==> config.mk <==
export PLATFORM = sky130hd
export DESIGN_NAME = xmodem_crc_receiver
export DESIGN_NICKNAME = d
export VERILOG_FILES = /design/src/sv/xcrc_pkg.sv /design/src/sv/xcrc_res_fifo.sv /design/src/sv/xmodem_crc_receiver.sv
export SDC_FILE = /design/constraint.sdc
export NUM_CORES = 1
export LEC_CHECK = 0
export BUFFER_PORTS_ARGS = -buffer_cell sky130_fd_sc_hd__buf_2
export CORE_MARGIN = 1.5
export CORE_UTILIZATION = 62
export DETAILED_ROUTE_END_ITERATION = 7
export MAX_ROUTING_LAYER = met4
export PLACE_DENSITY = 0.87
export SYNTH_ARGS = -nofsm -noshare
export SYNTH_HDL_FRONTEND = slang
export SYNTH_SLANG_ARGS = --single-unit
==> constraint.sdc <==
create_clock -name clk -period 6.4 [get_ports clk]
set_input_delay 1.28 -clock clk [delete_from_list [all_inputs] [get_ports clk]]
set_output_delay 1.28 -clock clk [all_outputs]
set_load 0.02 [all_outputs]
==> src/sv/xcrc_pkg.sv <==
package xcrc_pkg;

	localparam int BLOCK_BYTES = 128;

	// frame byte positions
	localparam logic [7:0] POS_NUMBER     = 8'd1;
	localparam logic [7:0] POS_COMPLEMENT = 8'd2;
	localparam logic [7:0] POS_DATA_FIRST = 8'd3;
	localparam logic [7:0] POS_CRC_HIGH   = 8'(BLOCK_BYTES + 3);
	localparam logic [7:0] POS_CRC_LOW    = 8'(BLOCK_BYTES + 4);

	localparam logic [7:0]  CH_NONE  = 8'h00;
	localparam logic [7:0]  CH_SOH   = 8'h01;
	localparam logic [7:0]  CH_EOT   = 8'h04;
	localparam logic [7:0]  CH_ACK   = 8'h06;
	localparam logic [7:0]  CH_NAK   = 8'h15;
	localparam logic [7:0]  CH_C     = 8'h43;
	localparam logic [15:0] CRC_POLY = 16'h1021;

	localparam logic [1:0] OP_START = 2'd0;
	localparam logic [1:0] OP_BYTE  = 2'd1;
	localparam logic [1:0] OP_TICK  = 2'd2;

	localparam logic [1:0] VD_NONE   = 2'd0;
	localparam logic [1:0] VD_COMMIT = 2'd1;
	localparam logic [1:0] VD_DROP   = 2'd2;

	localparam logic [1:0] ST_IDLE = 2'd0;
	localparam logic [1:0] ST_BUSY = 2'd1;
	localparam logic [1:0] ST_OK   = 2'd2;
	localparam logic [1:0] ST_FAIL = 2'd3;

	localparam logic [1:0] CFG_TIMEOUT       = 2'd0;
	localparam logic [1:0] CFG_MAX_RETRIES   = 2'd1;
	localparam logic [1:0] CFG_START_RETRIES = 2'd2;

	typedef enum logic [2:0] {
		PH_IDLE,
		PH_RECV,
		PH_TRAIL,
		PH_OK,
		PH_FAIL
	} phase_t;

	typedef struct packed {
		logic [1:0] opcode;
		logic [7:0] rx_byte;
	} in_item_t;

	typedef struct packed {
		logic       tx_valid;
		logic [7:0] tx_byte;
		logic       data_valid;
		logic [7:0] data_byte;
		logic [6:0] data_index;
		logic [1:0] verdict;
		logic [1:0] status;
		logic       last;
	} res_item_t;

	// up to two results written to the result queue in one cycle
	typedef struct packed {
		logic [1:0] n;
		res_item_t  r0;
		res_item_t  r1;
	} res_pair_t;

	function automatic res_item_t mk_res(input logic [7:0] tx, input logic dv,
			input logic [7:0] db, input logic [6:0] di, input logic [1:0] vd);
		res_item_t r;
		r            = '0;
		r.tx_valid   = (tx != CH_NONE);
		r.tx_byte    = tx;
		r.data_valid = dv;
		r.data_byte  = dv ? db : 8'd0;
		r.data_index = dv ? di : 7'd0;
		r.verdict    = vd;
		return r;
	endfunction

	// CRC-16 over one byte, MSB first, eight shift steps
	function automatic logic [15:0] crc_byte(input logic [15:0] crc_in, input logic [7:0] b);
		logic [15:0] c;
		c = crc_in ^ {b, 8'h00};
		for (int i = 0; i < 8; i++) begin
			if (c[15])
				c = {c[14:0], 1'b0} ^ CRC_POLY;
			else
				c = {c[14:0], 1'b0};
		end
		return c;
	endfunction

endpackage

==> src/sv/xcrc_res_fifo.sv <==
module xcrc_res_fifo #(
	parameter int DEPTH = 4
) (
	input  logic              clk,
	input  logic              arst_n,
	input  xcrc_pkg::res_pair_t wr,
	output logic              room,
	output logic              out_valid,
	input  logic              out_stall,
	output xcrc_pkg::res_item_t out_data
);
	import xcrc_pkg::*;

	localparam int PW = (DEPTH > 1) ? $clog2(DEPTH) : 1;
	localparam int CW = $clog2(DEPTH + 1);

	res_item_t         mem_q [DEPTH];
	logic [PW-1:0]     wr_ptr_q;
	logic [PW-1:0]     rd_ptr_q;
	logic [PW-1:0]     wr_next;
	logic [PW-1:0]     wr_next2;
	logic [PW-1:0]     rd_next;
	logic [CW-1:0]     count_q;
	logic              pop;

	// pointers wrap at the last slot, any depth
	assign wr_next   = (wr_ptr_q == PW'(DEPTH - 1)) ? '0 : wr_ptr_q + PW'(1);
	assign wr_next2  = (wr_next == PW'(DEPTH - 1)) ? '0 : wr_next + PW'(1);
	assign rd_next   = (rd_ptr_q == PW'(DEPTH - 1)) ? '0 : rd_ptr_q + PW'(1);

	assign out_valid = (count_q != '0);
	assign out_data  = mem_q[rd_ptr_q];
	assign pop       = out_valid && !out_stall;
	assign room      = (count_q <= CW'(DEPTH - 2));

	always_ff @(posedge clk or negedge arst_n) begin
		if (!arst_n) begin
			wr_ptr_q <= '0;
			rd_ptr_q <= '0;
			count_q  <= '0;
		end else begin
			if (wr.n == 2'd2)
				wr_ptr_q <= wr_next2;
			else if (wr.n == 2'd1)
				wr_ptr_q <= wr_next;
			if (pop)
				rd_ptr_q <= rd_next;
			count_q <= count_q + CW'(wr.n) - CW'(pop);
		end
	end

	always_ff @(posedge clk) begin
		if (wr.n != 2'd0)
			mem_q[wr_ptr_q] <= wr.r0;
		if (wr.n == 2'd2)
			mem_q[wr_next] <= wr.r1;
	end

endmodule

==> src/sv/xmodem_crc_receiver.sv <==
// Flow: a request is held in the input register, is decoded there and its results
//   enter the result queue when it advances; the first result is offered from the
//   queue after that write and can be taken while out_stall is low.
// Throughput: one request per cycle while the queue has room; two results leave one by one,
//   and the input stalls only when the result queue lacks room for two.
// Reset (arst_n low, asynchronous): idle, expected number 1, all counters and CRC zero,
//   registers to timeout 1000, max retries 4, start retries 1; queue empty.
module xmodem_crc_receiver #(
	parameter int RES_DEPTH = 4
) (
	input  logic                clk,
	input  logic                arst_n,
	input  logic                in_valid,
	output logic                in_stall,
	input  xcrc_pkg::in_item_t  in_data,
	output logic                out_valid,
	input  logic                out_stall,
	output xcrc_pkg::res_item_t out_data,
	input  logic                cfg_we,
	input  logic [1:0]          cfg_index,
	input  logic [31:0]         cfg_data
);
	import xcrc_pkg::*;

	// configuration
	logic [31:0] timeout_q;
	logic [3:0]  max_retries_q;
	logic [3:0]  start_retries_q;

	// input register
	logic      valid_s1;
	in_item_t  in_s1;
	logic      accept;
	logic      advance;
	logic      room;

	// protocol state
	phase_t      phase_q, phase_d;
	logic [7:0]  byte_count_q, byte_count_d;
	logic [7:0]  exp_num_q, exp_num_d;
	logic [7:0]  hdr_start_q, hdr_start_d;
	logic [7:0]  hdr_num_q, hdr_num_d;
	logic [7:0]  hdr_cpl_q, hdr_cpl_d;
	logic [15:0] crc_q, crc_d;
	logic [7:0]  crc_hi_q, crc_hi_d;
	logic [3:0]  retries_q, retries_d;
	logic        fad_q, fad_d;
	logic [31:0] timer_q, timer_d;

	// decode
	logic        p0_v, p1_v;
	res_item_t   p0, p1;
	logic        end_att, begin_att;
	logic [7:0]  att_resp;
	logic [1:0]  att_vd;
	logic [3:0]  ret_dec;
	logic [31:0] lim, timer_inc;
	logic        expired, good;
	logic [7:0]  b;
	logic [1:0]  st;
	res_pair_t   pair, wr;

	assign accept   = in_valid && !in_stall;
	assign advance  = valid_s1 && room;
	assign in_stall = valid_s1 && !room;
	assign b        = in_s1.rx_byte;

	// register zero is read as one
	assign lim       = (timeout_q == 32'd0) ? 32'd1 : timeout_q;
	assign timer_inc = (timer_q == 32'hFFFF_FFFF) ? timer_q : timer_q + 32'd1;
	assign expired   = (timer_inc >= lim);
	assign good      = (hdr_start_q == CH_SOH) && ((hdr_num_q ^ hdr_cpl_q) == 8'hFF)
			&& ({crc_hi_q, b} == crc_q);

	always_comb begin
		phase_d      = phase_q;
		byte_count_d = byte_count_q;
		exp_num_d    = exp_num_q;
		hdr_start_d  = hdr_start_q;
		hdr_num_d    = hdr_num_q;
		hdr_cpl_d    = hdr_cpl_q;
		crc_d        = crc_q;
		crc_hi_d     = crc_hi_q;
		retries_d    = retries_q;
		fad_d        = fad_q;
		timer_d      = timer_q;
		p0_v         = 1'b0;
		p0           = '0;
		p1_v         = 1'b0;
		p1           = '0;
		end_att      = 1'b0;
		begin_att    = 1'b0;
		att_resp     = CH_NONE;
		att_vd       = VD_NONE;
		ret_dec      = retries_q;

		case (in_s1.opcode)
			OP_START: begin
				phase_d     = PH_RECV;
				exp_num_d   = 8'd1;
				fad_d       = 1'b0;
				retries_d   = (start_retries_q == 4'd0) ? 4'd1 : start_retries_q;
				hdr_start_d = 8'd0;
				hdr_num_d   = 8'd0;
				hdr_cpl_d   = 8'd0;
				crc_hi_d    = 8'd0;
				begin_att   = 1'b1;
			end
			OP_BYTE: begin
				if (phase_q == PH_RECV) begin
					timer_d      = 32'd0;
					byte_count_d = byte_count_q + 8'd1;
					if (byte_count_q == 8'd0) begin
						hdr_start_d = b;
						// lone EOT: end of transfer
						if (b == CH_EOT) begin
							p0_v         = 1'b1;
							p0           = mk_res(CH_ACK, 1'b0, 8'd0, 7'd0, VD_NONE);
							phase_d      = PH_TRAIL;
							byte_count_d = byte_count_q;
						end
					end else if (byte_count_q == POS_NUMBER) begin
						hdr_num_d = b;
					end else if (byte_count_q == POS_COMPLEMENT) begin
						hdr_cpl_d = b;
					end else if (byte_count_q < POS_CRC_HIGH) begin
						crc_d = crc_byte(crc_q, b);
						p0_v  = 1'b1;
						p0    = mk_res(CH_NONE, 1'b1, b,
								7'(byte_count_q - POS_DATA_FIRST), VD_NONE);
					end else if (byte_count_q == POS_CRC_HIGH) begin
						crc_hi_d = b;
					end else begin
						// final CRC byte: verdict
						if (!good) begin
							end_att  = 1'b1;
							att_resp = fad_q ? CH_NAK : CH_NONE;
							att_vd   = VD_DROP;
						end else if (hdr_num_q == exp_num_q) begin
							p0_v      = 1'b1;
							p0        = mk_res(CH_ACK, 1'b0, 8'd0, 7'd0, VD_COMMIT);
							exp_num_d = exp_num_q + 8'd1;
							retries_d = (max_retries_q == 4'd0) ? 4'd1 : max_retries_q;
							fad_d     = 1'b1;
							begin_att = 1'b1;
						end else if (hdr_num_q == exp_num_q - 8'd1) begin
							end_att  = 1'b1;
							att_resp = CH_ACK;
							att_vd   = VD_DROP;
						end else begin
							end_att  = 1'b1;
							att_resp = CH_NAK;
							att_vd   = VD_DROP;
						end
					end
				end else if (phase_q == PH_TRAIL) begin
					timer_d = 32'd0;
					if (b == CH_EOT) begin
						p0_v = 1'b1;
						p0   = mk_res(CH_ACK, 1'b0, 8'd0, 7'd0, VD_NONE);
					end
				end
			end
			OP_TICK: begin
				if (phase_q == PH_RECV) begin
					timer_d = timer_inc;
					if (expired) begin
						end_att  = 1'b1;
						att_resp = fad_q ? CH_NAK : CH_NONE;
						att_vd   = (byte_count_q > POS_DATA_FIRST) ? VD_DROP : VD_NONE;
					end
				end else if (phase_q == PH_TRAIL) begin
					timer_d = timer_inc;
					if (expired) begin
						phase_d = PH_OK;
						timer_d = 32'd0;
					end
				end
			end
			default: begin
			end
		endcase

		// attempt ends: response, one retry used, fail or retry
		if (end_att) begin
			p0_v = (att_resp != CH_NONE) || (att_vd != VD_NONE);
			p0   = mk_res(att_resp, 1'b0, 8'd0, 7'd0, att_vd);
			if (retries_q != 4'd0)
				ret_dec = retries_q - 4'd1;
			retries_d = ret_dec;
			if (ret_dec == 4'd0) begin
				phase_d      = PH_FAIL;
				byte_count_d = 8'd0;
				timer_d      = 32'd0;
			end else begin
				begin_att = 1'b1;
			end
		end

		// new attempt: C until the first block is in
		if (begin_att) begin
			byte_count_d = 8'd0;
			timer_d      = 32'd0;
			crc_d        = 16'd0;
			if (!fad_d) begin
				p1_v = 1'b1;
				p1   = mk_res(CH_C, 1'b0, 8'd0, 7'd0, VD_NONE);
			end
		end
	end

	always_comb begin
		case (phase_d)
			PH_IDLE: st = ST_IDLE;
			PH_OK:   st = ST_OK;
			PH_FAIL: st = ST_FAIL;
			default: st = ST_BUSY;
		endcase

		pair = '0;
		if (p0_v) begin
			pair.r0 = p0;
			pair.r1 = p1;
			pair.n  = p1_v ? 2'd2 : 2'd1;
		end else begin
			// an empty request still reports status
			pair.r0 = p1_v ? p1 : res_item_t'('0);
			pair.n  = 2'd1;
		end
		pair.r0.status = st;
		pair.r1.status = st;
		pair.r0.last   = (pair.n == 2'd1);
		pair.r1.last   = 1'b1;

		wr   = pair;
		wr.n = advance ? pair.n : 2'd0;
	end

	// configuration writes; unknown index is dropped
	always_ff @(posedge clk or negedge arst_n) begin
		if (!arst_n) begin
			timeout_q       <= 32'd1000;
			max_retries_q   <= 4'd4;
			start_retries_q <= 4'd1;
		end else if (cfg_we) begin
			case (cfg_index)
				CFG_TIMEOUT:       timeout_q       <= cfg_data;
				CFG_MAX_RETRIES:   max_retries_q   <= cfg_data[3:0];
				CFG_START_RETRIES: start_retries_q <= cfg_data[3:0];
				default: begin
				end
			endcase
		end
	end

	always_ff @(posedge clk or negedge arst_n) begin
		if (!arst_n)
			valid_s1 <= 1'b0;
		else if (accept)
			valid_s1 <= 1'b1;
		else if (advance)
			valid_s1 <= 1'b0;
	end

	always_ff @(posedge clk) begin
		if (accept)
			in_s1 <= in_data;
	end

	always_ff @(posedge clk or negedge arst_n) begin
		if (!arst_n) begin
			phase_q      <= PH_IDLE;
			byte_count_q <= 8'd0;
			exp_num_q    <= 8'd1;
			hdr_start_q  <= 8'd0;
			hdr_num_q    <= 8'd0;
			hdr_cpl_q    <= 8'd0;
			crc_q        <= 16'd0;
			crc_hi_q     <= 8'd0;
			retries_q    <= 4'd0;
			fad_q        <= 1'b0;
			timer_q      <= 32'd0;
		end else if (advance) begin
			phase_q      <= phase_d;
			byte_count_q <= byte_count_d;
			exp_num_q    <= exp_num_d;
			hdr_start_q  <= hdr_start_d;
			hdr_num_q    <= hdr_num_d;
			hdr_cpl_q    <= hdr_cpl_d;
			crc_q        <= crc_d;
			crc_hi_q     <= crc_hi_d;
			retries_q    <= retries_d;
			fad_q        <= fad_d;
			timer_q      <= timer_d;
		end
	end

	xcrc_res_fifo #(
		.DEPTH(RES_DEPTH)
	) u_res_fifo (
		.clk      (clk),
		.arst_n   (arst_n),
		.wr       (wr),
		.room     (room),
		.out_valid(out_valid),
		.out_stall(out_stall),
		.out_data (out_data)
	);

	// a decoded request always leaves a result to offer
	a_adv_out: assert property (@(posedge clk) disable iff (!arst_n)
			advance |=> out_valid)
		else $error("decoded request left no result");

	// receiving always has at least one attempt left
	a_retries: assert property (@(posedge clk) disable iff (!arst_n)
			(phase_q == PH_RECV) |-> (retries_q != 4'd0))
		else $error("receiving with no attempts left");

	// frame position only moves while receiving
	a_count: assert property (@(posedge clk) disable iff (!arst_n)
			(phase_q != PH_RECV) |-> (byte_count_q == 8'd0))
		else $error("frame position set outside receive");

endmodule

==> results of run 1 <==
## sequential cells by signal, indices dropped and copies added, names as in the netlist, 2 cells and up
name                 count
b                        8
byte_count_q             8
crc_hi_q                 8
crc_q                   16
exp_num_q                8
hdr_cpl_q                8
hdr_num_q                8
hdr_start_q              8
in_s1                    2
max_retries_q            4
phase_q                  3
retries_q                4
start_retries_q          4
timeout_q               32
timer_q                 32
u_res_fifo.count_q       3
u_res_fifo.mem_q       108
u_res_fifo.rd_ptr_q      2
u_res_fifo.wr_ptr_q      2
## through the flow
step	total power, W	hold slack (ps)	utilization
floorplan	0.003605	419.8	-
global placement	0.004040	432.2	0.6595
detailed placement	0.004124	438.0	0.6595
CTS	0.005760	456.7	0.7004
global route	0.006047	478.1	0.7014
finish	0.005760	456.4	0.7015
## how the worst max path moves through the flow
| stage | to | start | cells past startpoint |
|---|---|---|---|
| after floorplan | u_res_fifo.mem_q[0][1] | timer_q[3] | 24 |
| after global placement | u_res_fifo.mem_q[3][21] | timer_q[3] | 24 |
| after detailed placement | u_res_fifo.mem_q[3][22] | timer_q[3] | 24 |
| after CTS | u_res_fifo.mem_q[2][29] | timer_q[3] | 25 |
| after global routing | u_res_fifo.mem_q[0][29] | timer_q[3] | 25 |
| final | u_res_fifo.mem_q[2][29] | timer_q[3] | 26 |
## layout by cell type (no fill, tap or decap), types with 34 or more instances in the layout
| cell | instances |
|---|---|
| xor2_1 | 40 |
| mux2_2 | 46 |
| dfrtp_1 | 142 |
| a21oi_1 | 37 |
| edfxtp_1 | 34 |
| ha_1 | 58 |
| nor2_1 | 64 |
| o21ai_0 | 107 |
| inv_1 | 66 |
| dfxtp_1 | 84 |
| nand2_1 | 149 |
| buf_2 | 76 |
| nand4_1 | 34 |
| a22o_1 | 61 |
| xnor2_1 | 63 |
## metal layers
metal / global-route usage / routed length, um
met1: 0.3842 / 14390
met2: 0.4819 / 16410
met5: - / 0
met4: 0.07755 / 762
met3: 0.03649 / 2297
## cell families (layout without fill, tap and decap cells)
kind of cell	count (synthesis)	count (layout)	synth area share
xor+xnor	104	104	0.06377
other cells	1	5	0.0002604
fa+ha+maj	59	59	0.05178
simple gates	427	427	0.1512
buf+inv	147	220	0.04387
compound gates	312	312	0.1472
mux	88	88	0.08948
flops	270	270	0.4525
## report_power, final
| part | leakage [nW] | internal [W] | switching [W] | total [W] |
|---|---|---|---|---|
| clock network | 0.458 | 0.000956 | 0.000664 | 0.00162 |
| logic | 3.40 | 0.000745 | 0.00113 | 0.00187 |
| registers | 2.98 | 0.00202 | 0.000244 | 0.00227 |
## timing repair
action	in CTS	in global routing
hold buffers	0	0
resized for setup	0	7
setup endpoints to repair	0	30
## worst reg2reg max path, stage by stage, from the launching register on
cell	delay [ps]
dfrtp_1	480
and4_1	290
and4_1	250
nand4_1	220
nor3_4	340
nor3b_1	90
buf_4	170
nand2_1	90
nor2_1	60
xnor2_1	140
ha_1	310
nand2_1	70
nor2_1	160
nand4_1	110
o21ai_1	320
a41oi_1	240
a21oi_2	280
mux2i_4	450
nand2_1	220
nand2_1	170
ha_1	320
buf_4	200
nand2_1	80
nand2_2	170
nor3_1	70
mux2i_1	240
o21ai_0	180
## cell type report
| cell class | instances | area [um^2] | area share |
|---|---|---|---|
| Multi-Input combinational cell | 993 | 7300 | 0.4582 |
| Sequential cell | 270 | 6519 | 0.4092 |
| Clock buffer | 45 | 857.1 | 0.05380 |
| Timing Repair Buffer | 101 | 571.8 | 0.03589 |
| Tap cell | 285 | 356.6 | 0.02238 |
| Inverter | 67 | 251.5 | 0.01579 |
| Clock inverter | 7 | 71.32 | 0.004477 |
| Antenna cell | 2 | 5.005 | 0.0003141 |
==> results.cfg, run 1 <==
[worst_setup_path]
reg2reg_slack_ps = 410
timing.rr.end = u_res_fifo.mem_q[2][29]
required_ps = 6650
endpoint_kind = flop
crit_buf_inv = 2
slowest_stage = dfrtp_1
rr_startpoint = timer_q[3]
critPathKind = reg -> reg
critPathArrivalTime_ps = 6230
slowest_delay_ps = 480
ff2ff_path_depth = 26
crit_fanout = 10
start_kind = flop
crit_top_cell = nand2_1
cp_top_family = simple AND/OR/NAND/NOR gates

[logic_synthesis]
synth.most_common_cell = nand2_1
async_flop_share = 0.5630
yosys.area.top_type_share = 0.2485
synth_edf_count = 34
synthTopCellsByCount = 151 x nand2_1, 143 x dfrtp_1, 108 x o21ai_0, 84 x dfxtp_1, 66 x inv_1
ys_ff_latch = 270
syn_area_um2 = 14400
ys.flop_type = dfrtp_1
synth_seq_area_share = 0.4525
avgSynthCellArea_um2 = 10.23
yosysUniqueCellTypes = 80
ys_warn_count = 0
netlist_instances = 1408
synth_area_leaders = dfrtp_1 25%, dfxtp_1 12%, edfxtp_1 7.1%
synth_top_area_cell = dfrtp_1

[layout]
syn2layout_area_growth_pct = 10.62
design_area_um2 = 15930
fillers = 1596
final_cell_count_no_fill = 1770
drive_gt1_frac = 0.1753
final_net_count = 1569

[sta]
setup_viol = 0
drv_slew = 0
hold_viol = 0
max_freq_mhz = 167.1
period_share = 0.9352
period_minus_slack_ps = 5985
tns_ps = 0
fin_ws_ps = 414.9
tightest_slew_ps = 1023
slew_headroom = 0.3108
skew_ps = 10.83

[cts]
clk_pin_slew_worst_paths_ps = 60
cts_tree = built
cts_setup_buffers = 0
clk_path_buf_depth = 3
clock_latency_ps = 540
cts_root_buf = clkbuf_16
cts_buffers = 28
htreeDepth = 1
cts_sinks = 270

[power]
p_leak_nw = 6.835
peakVddDrop_v = 0.0002131
p_per_area_nw_per_um2 = 361.5

[detailed_routing]
antenna_left = 0
drt_first_iter_violations = 1063
num_vias = 11280
viasPerCell = 6.370
totalWireLength_mm = 33.85
drc = 0
wl_per_cell_um = 19.13
dr.pass1.iters = 6

[placed_design]
dp.cells = 1716
place_congestion = 0.9311
place_ws_ps = 349.7
dpl.hpwl_mm = 23.41
placedInstanceArea_um2 = 14980
io_buffer_count = 77

[die]
num_rows = 55
pin_count = 81
die_y_um = 155.4
initial_utilization = 0.6342
core-area_um2 = 22710
die-area_um2 = 24150
die_x_um = 155.4

[grt]
antenna_found_initial = 1
overflow = 0
grt_pass1_vias = 11150
grt_max_degree = 87
grt_util_all_layers = 0.2922
grt_first_pass_wirelength_mm = 55.97

[worst_hold_path]
min_to = u_res_fifo.mem_q[1][7]
holdPathStages = 2
worst_hold_path_type = reg -> reg
min-delay-start = u_res_fifo.mem_q[1][7]

[run]
maxCapViolations = 0

[status]
outcome = finished clean
Power figures use the tool's default switching activity.
==> inputs of run 2 (changes only) <==
Settings changed: ABC_AREA from default to 1, ABC_CLOCK_PERIOD_IN_PS from default to 6400.
==> run 2 against run 1 <==
  * Final cell count increased by 47%
  * Combinational power increased by 67%
  * Fmax increased by 7.3%
  * Final area increased by 9.4%
  * Die area increased by 11%
==> results.cfg, run 2 <==
[worst_setup_path]
cp_top_family = simple AND/OR/NAND/NOR gates
crit_buf_inv = 4
critPathArrivalTime_ps = 5850
crit_fanout = 21
crit_top_cell = nand2_1
slowest_stage = inv_1
slowest_delay_ps = 590
required_ps = 6670
critPathKind = reg -> reg
start_kind = flop
endpoint_kind = flop

[die]
die_y_um = 163.5
initial_utilization = 0.6328
core-area_um2 = 25250
die_x_um = 163.5
num_rows = 58
pin_count = 81
die-area_um2 = 26750

[layout]
final_cell_mix = 634 x nand2_1, 224 x nor2_1, 207 x o21ai_0, 206 x inv_1, 143 x dfrtp_1
fillers = 2082
largest_reg_flops = 108
multi_input_area_um2 = 8227
syn2layout_area_growth_pct = 9.020
reg_top3 = u_res_fifo.mem_q: 108 flops, timeout_q: 32 flops, timer_q: 32 flops
final_common_cell = nand2_1
regMostFlops = u_res_fifo.mem_q
drive_gt1_frac = 0.08843
final_net_count = 2360
antennaDiodeCount = 0
ff_latch_area_um2 = 6518

[cts]
cts_setup_buffers = 0
clk_pin_slew_worst_paths_ps = 60
cts_root_buf = clkbuf_16
clock_latency_ps = 550
cts_buffers = 28
cts_tree = built
htreeDepth = 1
cts_hold_buf = 0
clk_path_buf_depth = 3
ctsResizeCount = 0
cts_sinks = 270

[grt]
grt_pass1_vias = 14290
overflow = 0
antenna_found_initial = 0
grt_util_all_layers = 0.3322
grt_first_pass_wirelength_mm = 69.78
grt_max_degree = 74

[status]
outcome = finished clean

[sta]
period_minus_slack_ps = 5580
slew_headroom = 0.2588
drv_slew = 0
tns_ps = 0
grt_setup_unrepaired = no
fin_ws_ps = 820.5
hold_viol = 0
setup_viol = 0
period_share = 0.8718
max_freq_mhz = 179.2
skew_ps = 10.04
tightest_slew_ps = 1111

[power]
p_sw_frac = 0.4429
power_frac_comb = 0.432
p_leak_nw = 8.233
p_switching_w = 0.003205
p_per_area_nw_per_um2 = 415.4
peakVddDrop_v = 0.0003223
power.internal_w = 0.004031
power_frac_seq = 0.345
power_frac_clock = 0.223

[worst_hold_path]
worst_hold_path_type = reg -> reg

[detailed_routing]
num_vias = 15180
drc = 0
wl_per_cell_um = 16.48
antenna_left = 0
drt_first_iter_violations = 1716
totalWireLength_mm = 42.89
viasPerCell = 5.831
dr.pass1.iters = 6

[logic_synthesis]
synth.most_common_cell = nand2_1
ys_ff_latch = 270
ys.flop_type = dfrtp_1
ys_warn_count = 0
synth_seq_area_share = 0.4078
async_flop_share = 0.5630
synth_edf_count = 34
synth_area_leaders = dfrtp_1 22%, nand2_1 15%, dfxtp_1 11%
avgSynthCellArea_um2 = 7.185
yosysUniqueCellTypes = 50
netlist_instances = 2224
yosys.area.top_type_share = 0.2239
syn_area_um2 = 15980
synth_top_area_cell = dfrtp_1
synthTopCellsByCount = 636 x nand2_1, 224 x nor2_1, 207 x o21ai_0, 206 x inv_1, 143 x dfrtp_1

[placed_design]
io_buffer_count = 77
place_ws_ps = 748.7
place_congestion = 0.9813
dpl.hpwl_mm = 30.15

[run]
maxCapViolations = 0
run 2: changes by cell type in the layout (fill, tap and decap cells not counted), moves of 19 or more:
cell / previous run / this run
mux4_2: 27 / 0
o21ai_1: 5 / 52
o22ai_1: 2 / 28
nor2_1: 64 / 224
mux2_2: 46 / 0
inv_1: 66 / 206
xnor2_1: 63 / 24
nand2_1: 149 / 634
a21oi_1: 37 / 81
a22o_1: 61 / 0
nand3_1: 29 / 104
a32o_1: 19 / 0
o21ai_0: 107 / 207
run 2: kinds of logic after synthesis:
logic type | synth area share
AO/OA/AOI/OAI | 0.1392
XOR/XNOR | 0.04494
adder cells (fa/ha/maj) | 0.04666
buffers and inverters | 0.07814
flip-flops | 0.4078
other | 0.0002347
AND/OR/NAND/NOR | 0.2830
run 2: worst paths after layout:
check | start | to | slack [ps] | cells after the start
setup / recovery | timer_q[0] | u_res_fifo.mem_q[3][27] | 820 | 26
max in group asynchronous | arst_n | crc_q[7] | 4520 | 2
hold / removal | u_res_fifo.mem_q[2][23] | u_res_fifo.mem_q[2][23] | 450 | 2
min in group asynchronous | arst_n | timeout_q[10] | 620 | 1
hold reg to reg | u_res_fifo.mem_q[2][23] | u_res_fifo.mem_q[2][23] | 450 | 2
setup reg to reg | timer_q[0] | u_res_fifo.mem_q[3][27] | 820 | 26
run 2: power groups by stage:
stage / clock [W] / sequential [W] / combinational, W
3_5_place_dp: 0 / 0.00250 / 0.00306
5_1_grt: 0.00169 / 0.00253 / 0.00351
3_3_place_gp: 0 / 0.00249 / 0.00297
4_1_cts: 0.00162 / 0.00248 / 0.00308
6_report: 0.00161 / 0.00249 / 0.00313
2_1_floorplan: 0 / 0.00235 / 0.00236
run 2: stage by stage:
stage | total power (W) | instance area, um^2 | hold WS, ps | cells | util
detailed placement | 0.005567 | 16510 | 440.0 | 2552 | 0.6536
finish | 0.007237 | 17420 | 454.6 | 2603 | 0.6899
global placement | 0.005450 | 16510 | 432.3 | 2552 | 0.6536
global route | 0.007737 | 17420 | 471.3 | 2603 | 0.6899
floorplan | 0.004710 | 15990 | 423.1 | 2226 | -
CTS | 0.007185 | 17420 | 456.0 | 2603 | 0.6898
run 2: layer usage:
layer / GRT usage / part of all wire / wire length, um
met5: - / 0 / 0
met4: 0.09380 / 0.027 / 1149
met3: 0.04444 / 0.082 / 3536
met2: 0.5314 / 0.46 / 19710
met1: 0.4433 / 0.43 / 18500
run 2: worst min-delay path: stages, from the launching register on:
cell and delay (ps):
dfxtp_1 320, nand2_1 50, o21ai_0 50
run 2: area by class of cell:
cell class / count / share of cell area
Multi-Input combinational cell: 1634 / 0.4722
Timing Repair Buffer: 92 / 0.02894
Sequential cell: 270 / 0.3741
Clock buffer: 40 / 0.04697
Clock inverter: 11 / 0.005386
Tap cell: 330 / 0.02370
Inverter: 226 / 0.04869
==> inputs of run 3 (changes only) <==
Settings changed: PLACE_DENSITY 0.87 to 0.91, REMOVE_ABC_BUFFERS from default to 1.
==> run 3 against run 2 <==
  * Routed wire length increased by 0.87%
  * Clock skew increased by 10 ps
  * Final area about the same
  * Combinational power about the same
  * Worst setup slack got worse by 240 ps
  * Hold slack improved by 4.8 ps
  * Utilization about the same
  * Power increased by 0.22%
  * First-iteration DRC count decreased by 1.7%
  * Fmax decreased by 4.2%
  * Clock power about the same
  * Final cell count about the same
  * Largest cell class unchanged
==> results.cfg, run 3 (synthesis gave the netlist of run 2 again) <==
[detailed_routing]
totalWireLength_mm = 43.27
antenna_left = 0
drt_first_iter_violations = 1687
drc = 0
viasPerCell = 5.827
wl_per_cell_um = 16.63
dr.pass1.iters = 6
num_vias = 15160

[grt]
grt_util_all_layers = 0.3328
grt_first_pass_wirelength_mm = 69.59
overflow = 0
grt_max_degree = 102
grt_pass1_vias = 14210
antenna_found_initial = 0

[sta]
slew_headroom = 0.2465
grt_setup_unrepaired = no
skew_ps = 20.10
period_share = 0.9099
drv_slew = 0
fin_ws_ps = 576.5
timing.hold.ws_ps = 459.5
max_freq_mhz = 171.7
hold_viol = 0
tightest_slew_ps = 1127
tns_ps = 0
setup_viol = 0
period_minus_slack_ps = 5823

[power]
power_frac_seq = 0.343
p_leak_nw = 8.219
power_frac_clock = 0.224
p_per_area_nw_per_um2 = 416.3
p_sw_frac = 0.4452
power.internal_w = 0.004024
power_frac_comb = 0.433
p_switching_w = 0.003229
peakVddDrop_v = 0.0003923

[layout]
reg_top3 = u_res_fifo.mem_q: 108 flops, timeout_q: 32 flops, timer_q: 32 flops
largest_reg_flops = 108
final_common_cell = nand2_1
regMostFlops = u_res_fifo.mem_q
final_net_count = 2359
final_cell_mix = 635 x nand2_1, 224 x nor2_1, 207 x o21ai_0, 206 x inv_1, 143 x dfrtp_1
antennaDiodeCount = 0
drive_gt1_frac = 0.08891
syn2layout_area_growth_pct = 9.004

[cts]
cts_setup_buffers = 0
cts_tree = built
cts_buffers = 28
cts_sinks = 270
ctsResizeCount = 0
cts_hold_buf = 0
clk_path_buf_depth = 3
htreeDepth = 1
cts_root_buf = clkbuf_16
clock_latency_ps = 560
clk_pin_slew_worst_paths_ps = 70

[worst_setup_path]
start_kind = flop
critPathArrivalTime_ps = 6110
slowest_delay_ps = 610
critPathKind = reg -> reg
slowest_stage = inv_1
crit_fanout = 23
required_ps = 6690
endpoint_kind = flop
crit_top_cell = nand2_1

[worst_hold_path]
worst_hold_path_type = reg -> reg

[die]
num_rows = 58
die_y_um = 163.5
pin_count = 81
core-area_um2 = 25250
die_x_um = 163.5
initial_utilization = 0.6328
die-area_um2 = 26750

[placed_design]
dpl.hpwl_mm = 30.57
place_ws_ps = 707.8
io_buffer_count = 77
place_congestion = 0.9870

[status]
outcome = finished clean

[run]
maxCapViolations = 0
run 3: cell types whose count changed in the layout (fill, tap and decap cells not counted), sizes merged:
| cell | before | now |
|---|---|---|
| inv | 222 | 224 |
| clkinvlp | 1 | 4 |
| buf | 92 | 91 |
| clkbuf | 40 | 38 |
| clkinv | 13 | 10 |
run 3: stage by stage:
step / power (W) / cell area, um^2 / std cells / util
finish: 0.007252 / 17420 / 2602 / 0.6898
global route: 0.007728 / 17420 / 2602 / 0.6898
CTS: 0.007201 / 17420 / 2602 / 0.6898
detailed placement: 0.005562 / 16500 / 2551 / 0.6533
global placement: 0.005443 / 16500 / 2551 / 0.6533
floorplan: 0.004599 / 15590 / 2130 / -
run 3: layout make-up:
class | instances | area [um^2]
multi-input combinational | 1634 | 8224
clock buffer | 38 | 799.5
fill | 2006 | 7835
timing repair buffer | 91 | 496.7
clock inverter | 13 | 120.1
tap | 330 | 412.9
sequential | 270 | 6518
inverter | 226 | 848.3
run 3: critical path, delay by kind of cell, from the launching register on:
kind / cells / cell delay [ps]
simple gates: 18 / 3040
fa+ha+maj: 3 / 710
flops: 1 / 410
buf+inv: 5 / 910
compound gates: 3 / 470
run 3: metal layers:
metal / up-vias / GRT usage / part of all wire
met4: 0 / 0.1149 / 0.028
met2: 722 / 0.5347 / 0.47
met3: 101 / 0.05510 / 0.085
met5: - / - / 0
met1: 7078 / 0.4269 / 0.42
li1: 7261 / - / -
run 3: final timing paths:
check	cells after the start	end	slack (ps)	from
max	29	u_res_fifo.mem_q[1][1]	580	timer_q[1]
min	2	u_res_fifo.mem_q[1][23]	460	u_res_fifo.mem_q[1][23]
max reg2reg	29	u_res_fifo.mem_q[1][1]	580	timer_q[1]
min reg2reg	2	u_res_fifo.mem_q[1][23]	460	u_res_fifo.mem_q[1][23]
max in group asynchronous	2	crc_hi_q[6]	4320	arst_n
min in group asynchronous	1	timer_q[9]	850	arst_n
run 3: power groups by stage:
stage,Sequential (W),Combinational [W],Clock (W)
2_1_floorplan,0.00241,0.00219,0
3_3_place_gp,0.00248,0.00296,0
3_5_place_dp,0.00250,0.00307,0
4_1_cts,0.00247,0.00309,0.00164
5_1_grt,0.00252,0.00349,0.00171
6_report,0.00249,0.00314,0.00163
